**config.mk**
```make
export PLATFORM = sky130hd
export DESIGN_NAME = pctd_ctrl
export DESIGN_NICKNAME = d
export VERILOG_FILES = /design/src/rtl/prefix_code_table_decoder_macros.svh /design/src/rtl/pctd_pkg.sv /design/src/rtl/pctd_ctrl.sv
export SDC_FILE = /design/constraint.sdc
export NUM_CORES = 1
export LEC_CHECK = 0
export BUFFER_PORTS_ARGS = -buffer_cell sky130_fd_sc_hd__buf_4
export CAP_MARGIN = 5
export CORE_AREA = 5 5 42 44
export DETAILED_ROUTE_END_ITERATION = 10
export DIE_AREA = 0 0 47 49
export GPL_ROUTABILITY_DRIVEN = 0
export PLACE_DENSITY = 0.64
export SLEW_MARGIN = 10
export SYNTH_ARGS = -nofsm -noshare
export SYNTH_HDL_FRONTEND = slang
export SYNTH_SLANG_ARGS = --single-unit
```
**constraint.sdc**
```tcl
create_clock -name aclk -period 3.5 [get_ports aclk]
set_clock_uncertainty 0.1 [all_clocks]
set_input_delay 0.875 -clock aclk [delete_from_list [all_inputs] [get_ports aclk]]
set_output_delay 0.875 -clock aclk [all_outputs]
set_load 0.02 [all_outputs]
```
**src/rtl/prefix_code_table_decoder_macros.svh**
```systemverilog
// ----------------------------------------------------------------------------
// Prefix code table decoder assertion macros
// Shared helpers that wrap clocked implication checks on aclk with reset.
// ----------------------------------------------------------------------------
`ifndef PREFIX_CODE_TABLE_DECODER_MACROS_SVH
`define PREFIX_CODE_TABLE_DECODER_MACROS_SVH

// Same-cycle implication, disabled while reset is asserted.
`define PCTD_ASSERT_IMP(lbl, ante, cons, msg) \
    lbl: assert property (@(posedge aclk) disable iff (!aresetn) (ante) |-> (cons)) \
        else $error(msg);

// Next-cycle implication, disabled while reset is asserted.
`define PCTD_ASSERT_NEXT(lbl, ante, cons, msg) \
    lbl: assert property (@(posedge aclk) disable iff (!aresetn) (ante) |=> (cons)) \
        else $error(msg);

`endif

```
**src/rtl/pctd_pkg.sv**
```systemverilog
// ----------------------------------------------------------------------------
// Prefix code table decoder package
// Field widths, codes, defaults and the command and status types that join
// the controller and the datapath.
// ----------------------------------------------------------------------------
`timescale 1ns / 1ps

package pctd_pkg;

    // Default sizes.
    localparam int DEF_MAX_ENTRIES  = 256;
    localparam int DEF_MAX_CODE_LEN = 15;

    // Decoding of one byte stops after this many results.
    localparam int MAX_RESULTS = 22;
    localparam int RES_W       = $clog2(MAX_RESULTS + 1);

    // Request field widths.
    localparam int MODE_W     = 2;
    localparam int IDX_IN_W   = 8;
    localparam int SYM_W      = 8;
    localparam int CODE_IN_W  = 15;
    localparam int LEN_IN_W   = 4;
    localparam int BYTE_W     = 8;
    localparam int S_FIELDS_W = IDX_IN_W + SYM_W + CODE_IN_W + LEN_IN_W + BYTE_W;
    localparam int S_TDATA_W  = ((S_FIELDS_W + 7) / 8) * 8;
    localparam int M_TDATA_W  = SYM_W;

    // Configuration register widths and APB geometry.
    localparam int ENTRY_COUNT_W = 9;
    localparam int PAD_W         = 3;
    localparam int APB_ADDR_W    = 3;
    localparam int APB_DATA_W    = 32;

    // Register indexes (paddr[2]).
    localparam logic REG_ENTRY_COUNT = 1'b0;
    localparam logic REG_PAD_BITS    = 1'b1;

    // Request kinds carried on s_tuser.
    localparam logic [MODE_W-1:0] MODE_LOAD    = 2'd0;
    localparam logic [MODE_W-1:0] MODE_DATA    = 2'd1;
    localparam logic [MODE_W-1:0] MODE_RESTART = 2'd2;

    // Controller to datapath.
    typedef struct packed {
        logic table_wr;   // write the table slot of the accepted request
        logic restart;    // clear the bit buffer, arm pad removal
        logic append;     // append the accepted data byte
        logic start;      // restart the table scan at slot zero
        logic search;     // scan one slot per cycle
        logic push;       // move the held result into the output register
        logic push_last;  // the pushed result closes the byte
        logic apply;      // consume the matched code or flush on a bad code
    } pctd_cmd_t;

    // Datapath to controller.
    typedef struct packed {
        logic done;        // scan finished this cycle
        logic found;       // the finished scan matched an entry
        logic long_buf;    // at least a full code length is buffered
        logic apply_final; // consuming the match ends decoding of this byte
        logic hold_valid;  // a result waits in the hold register
        logic out_free;    // the output register can take a result
    } pctd_sts_t;

endpackage

```
**src/rtl/pctd_ctrl.sv**
```systemverilog
// ----------------------------------------------------------------------------
// Prefix code table decoder controller
// One-hot state machine that sequences load, restart and decode requests.
// ----------------------------------------------------------------------------
`timescale 1ns / 1ps

module pctd_ctrl (
    input  logic                        aclk,
    input  logic                        aresetn,
    input  logic                        s_tvalid,
    output logic                        s_tready,
    input  logic [pctd_pkg::MODE_W-1:0] mode,
    input  pctd_pkg::pctd_sts_t         sts,
    output pctd_pkg::pctd_cmd_t         cmd
);
    import pctd_pkg::*;

    typedef enum logic [4:0] {
        ST_IDLE   = 5'b00001,
        ST_SEARCH = 5'b00010,
        ST_DRAIN  = 5'b00100,
        ST_APPLY  = 5'b01000,
        ST_FINAL  = 5'b10000
    } pctd_state_t;

    pctd_state_t state_reg, state_next;

    always_ff @(posedge aclk) begin
        if (!aresetn) begin
            state_reg <= ST_IDLE;
        end else begin
            state_reg <= state_next;
        end
    end

    always_comb begin
        state_next = state_reg;
        cmd        = '0;
        s_tready   = 1'b0;
        case (state_reg)
            ST_IDLE: begin
                s_tready = 1'b1;
                if (s_tvalid) begin
                    case (mode)
                        MODE_LOAD: begin
                            cmd.table_wr = 1'b1;
                        end
                        MODE_RESTART: begin
                            cmd.restart = 1'b1;
                        end
                        MODE_DATA: begin
                            cmd.append = 1'b1;
                            cmd.start  = 1'b1;
                            state_next = ST_SEARCH;
                        end
                        default: begin
                        end
                    endcase
                end
            end
            ST_SEARCH: begin
                cmd.search = 1'b1;
                if (sts.done) begin
                    state_next = sts.hold_valid ? ST_DRAIN : ST_APPLY;
                end
            end
            ST_DRAIN: begin
                // The held result closes the byte only if nothing follows it.
                cmd.push      = 1'b1;
                cmd.push_last = !(sts.found || sts.long_buf);
                if (sts.out_free) begin
                    state_next = ST_APPLY;
                end
            end
            ST_APPLY: begin
                cmd.apply = 1'b1;
                if (sts.found) begin
                    if (sts.apply_final) begin
                        state_next = ST_FINAL;
                    end else begin
                        cmd.start  = 1'b1;
                        state_next = ST_SEARCH;
                    end
                end else if (sts.long_buf) begin
                    state_next = ST_FINAL;
                end else begin
                    state_next = ST_IDLE;
                end
            end
            ST_FINAL: begin
                cmd.push      = 1'b1;
                cmd.push_last = 1'b1;
                if (sts.out_free) begin
                    state_next = ST_IDLE;
                end
            end
            default: begin
                state_next = ST_IDLE;
            end
        endcase
    end

endmodule

```
Yosys cells after proc, flatten, opt, wreduce, memory -nomap -nowiden
Cells that the tools add are included.
{"block": "op_classes", "n_reduce_logical": 4, "n_mux": 22, "n_eq_ne": 12}
{"op": "$mux W5", "n": 8}
{"op": "$pmux W5 S5", "n": 1}
{"op": "$mux W4", "n": 2}
{"op": "$ne A2 B2 Y1 const B", "n": 4}
{"op": "$mux W1", "n": 7}
{"op": "$eq A5 B1 Y1 const B", "n": 1}
{"op": "$eq A5 B2 Y1 const B", "n": 1}
{"op": "$eq A5 B3 Y1 const B", "n": 1}
{"op": "$eq A5 B4 Y1 const B", "n": 1}
{"op": "$eq A5 B5 Y1 const B", "n": 1}
{"op": "$reduce_and A5 Y1", "n": 1}
{"op": "$pmux W2 S2", "n": 1}
{"op": "$mux W3", "n": 1}
{"op": "$eq A2 B1 Y1 const B", "n": 1}
{"op": "$eq A2 B2 Y1 const B", "n": 1}
{"op": "$logic_not A2 Y1", "n": 1}
{"op": "$mux W2", "n": 1}
{"op": "$ne A2 B1 Y1 const B", "n": 1}
{"op": "$pmux W1 S2", "n": 1}
{"op": "$logic_not A1 Y1", "n": 1}
{"op": "$logic_or A1 B1 Y1", "n": 1}
{"block": "totals", "register_bits": 5, "wordCells": 39, "output_inout_bits": 9}

Depth between registers and ports, before layout
{"block": "depth", "depth_word": 4, "ltp_mapped": 6}

Worst setup path after synthesis
No wires, ideal clock.
{"block": "synth_timing", "kind": "input -> output", "start": "input sts[3] in the netlist's numbering", "end": "output cmd[1] in the netlist's numbering", "path_stages": 3, "required_ns": 2.525, "t_arrival_ns": 1.773, "setup_slack_ns": 0.752, "cell_sequence": "nor4_1 a21oi_1 nor4_1"}
{"item": "start: declaration", "line": "pctd_ctrl.sv:13", "source": "input pctd_pkg::pctd_sts_t sts,"}
{"item": "end: declaration", "line": "pctd_ctrl.sv:14", "source": "output pctd_pkg::pctd_cmd_t cmd"}

==> impl_results.md <==
- Met1 usage: approximately an eighth
- Clk pwr share: 40.9%
- Total track usage: 9.80%
- DR vias: 459
- FF/Latch Area: 100 µm²
- Clock Latency Late Sink: ~0.24 ns
- Multi-input logic area: 275 µm²
- IO Pins: 20
- Area Overhead vs Synth: 42.5%
- First-pass DRT Iterations: 4
- Max clock buf depth: 2
- WL/cell: 12.5 µm
- VDD IR max: 0.126 mV
- Max FFs per register: 5
- Lkg Pwr: 0.296 nW
- First-pass GRT wire length: 1700 µm
- Area share of the largest cell type after synthesis: roughly 24%
- DPL Wire Length: 857 µm
- Final TNS setup: 0 ns
- Worst Path Arrival: 1.63 ns
- Crit. End Element: primary output
- TritonCTS sink count: 5
- Slowest cell delay on critical path: 0.48 ns
- Grt met2 use: 15.6%
- Status: finished clean
- Starting density of the core: 29.2%
- Seq cells post-synth: 5
- CP max stage cell: dfxtp_1
- Hold Crit Class: reg -> reg
- TritonCTS clock tree: built
- CP Max Fanout: 8
- Die span in y: around 50 µm
- Design Area, Final: just under 600 µm²
- FF-to-FF Start: state_reg[2]$_SDFFE_PN0P_
- Yosys warns: 0
- Initial antenna violation count: 0
- Hold-fix buffers at CTS: 0
- Mean post-synth cell area: about 8.3 µm²
- CP top delay family: flip-flops
- Fin. Hold Viols: 0
- Via/cell ratio: 5.34
- Sw power: 0.0471 mW
- Synthesized instance count: 49
- Largest net degree at the start of global routing: 10
- Worst path cell trace: nor2_1 > nand3_1 > inv_1 > a32oi_1 > inv_1 > buf_4
- Antenna-violating nets left: 0
- Register share of total power: a little over a third
- Max Clock Freq: 0.384 GHz
- Layer carrying the most global-route usage: met2
- Post-synth top area cell: dfxtp_1
- Most used cell, CP: inv_1
- Comb pwr share: a little under a quarter
- Detailed Route WL: 1080 µm
- Slew Viols, Final: 0
- CTS H-tree lvls: 1
- Startpoint Class: flip-flop
- Max_slew headroom: 80.4%
- Chip Width: about 47 µm
- CP startpoint: state_reg[2]$_SDFFE_PN0P_
- Core Util, Final: a little over two fifths
- Largest cells by area after synthesis: dfxtp_1 24%, mux2i_1 7.3%, o221ai_4 6.4%, nor2_1 5.5%, inv_1 4.6%
- Clock transition at the registers of the reported paths: 0.04 ns
- Max-cap violation count: 0
- PostCTS Resize Cnt: 0
- Sw frac: 28.1%
- Initial DRC count: 13
- Placed Area: roughly 560 µm²
- Antenna cells: 0
- Placement row count: 14
- Routing usage on met3: 1.85%
- Hold path startpoint: state_reg[2]$_SDFFE_PN0P_
- Core Footprint: about 1400 µm²
- Min Tclk post-route: 2.60 ns
- # setup viols final: 0
- Req. time, crit path: 2.52 ns
- Root buf cell: clkbuf_4
- Worst path bufs/invs: 3
- Layout cells sized above 1: 37.1%
- RSZ-0062 raised after global routing: no
- Setup bufs post-CTS: 0
- Power Density: 288 nW/µm²
- Fill count: 156
- Synthesized Nets: 60
- Layout Nets: just over 80
- Tcrit/Tclk final: 74.3%
- Vias in the first global route: 405
- Residual DRC: 0
- Synth Cell Area: 409 µm²
- Port Buf Inserts: 19
- GRT Residual Overflow: 0
- Die outline area: 2300 µm²
- Internal power: 0.121 mW
- Worst slew pin tran: 0.294 ns
- Cts bufs inserted: 3
- Sequential area share after synthesis: 24.5%
- CP Class: reg -> out
- Cell variety after synth: 27
-- routing by layer --
layer	part of all wire (%)	vias to the layer above
met4	0	0
met3	6.8	0
met1	42	216
met5	0	-
met2	51	18
li1	-	225
-- cells in the mapped netlist --
master and number:
or4_4 1, a21boi_0 1, inv_1 5, buf_4 2, nand3b_1 2, a31o_1 1, nand4b_1 1, xnor2_1 1
mux2_2 1, mux2i_1 3, nor3_1 1, a32oi_1 1, nor4b_1 1, a21oi_1 1, nor4_1 2, and4b_1 1
o21ai_0 2, o211a_1 1, and3b_1 1, and3_2 1, nand2_1 2, dfxtp_1 5, o311ai_1 1, and3_1 2
nor2_1 6, nand3_1 2, o221ai_4 1
-- power by group through the flow --
stage,Combinational (mW),Sequential (mW),Clock (mW)
after floorplan,0.0204,0.0603,0
after CTS,0.0392,0.0601,0.0696
after global placement,0.0390,0.0613,0
after detailed placement,0.0392,0.0612,0
after global routing,0.0420,0.0602,0.0768
final,0.0390,0.0601,0.0687
-- path summary, 6_finish.rpt --
path	endpoint	slack (ns)	depth (start not counted)
max	cmd[4]	0.90	6
min	state_reg[2]$_SDFFE_PN0P_	0.49	2
max reg2reg	state_reg[2]$_SDFFE_PN0P_	1.83	4
min reg2reg	state_reg[2]$_SDFFE_PN0P_	0.49	2
-- per-stage QoR --
stage | setup slack [ns] | hold slack (ns) | total power, mW | instances
floorplan | 0.752 | 0.457 | 0.0807 | 49
global placement | 0.878 | 0.466 | 0.100 | 82
detailed placement | 0.881 | 0.482 | 0.100 | 82
CTS | 0.881 | 0.488 | 0.169 | 86
global route | 0.770 | 0.516 | 0.179 | 86
finish | 0.899 | 0.488 | 0.168 | 86
-- cell usage in the layout, fill, tap and decap left out, drive strengths merged, types with 2 or more instances in the layout --
cell and instances:
nor2 6, nor4 2, nand3b 2, o21ai 2
dfxtp 5, buf 19, and3 3, nand2 2
nand3 2, mux2i 3, inv 5, clkbuf 4
-- worst register-to-register path: cells and delay by family, from the launching register on --
| family | cells | cell delay [ns] |
|---|---|---|
| compound gates | 1 | 0.25 |
| flops | 1 | 0.48 |
| xor+xnor | 1 | 0.11 |
| mux | 1 | 0.21 |
| simple gates | 1 | 0.45 |
-- kinds of logic after synthesis --
kind of cell | count (synthesis) | synth area share, %
buf+inv | 7 | 8.26
compound gates | 9 | 20.8
flops | 5 | 24.5
xor+xnor | 1 | 2.14
simple gates | 23 | 34.2
mux | 4 | 10.1
-- cell type report --
| cell class | count | share of cell area, % |
|---|---|---|
| Sequential cell | 5 | 17.2 |
| Tap cell | 16 | 3.43 |
| Multi-Input combinational cell | 37 | 47.2 |
| Timing Repair Buffer | 19 | 24.5 |
| Inverter | 5 | 3.22 |
| Clock buffer | 4 | 4.51 |
(Power assumes the default switching activity.)
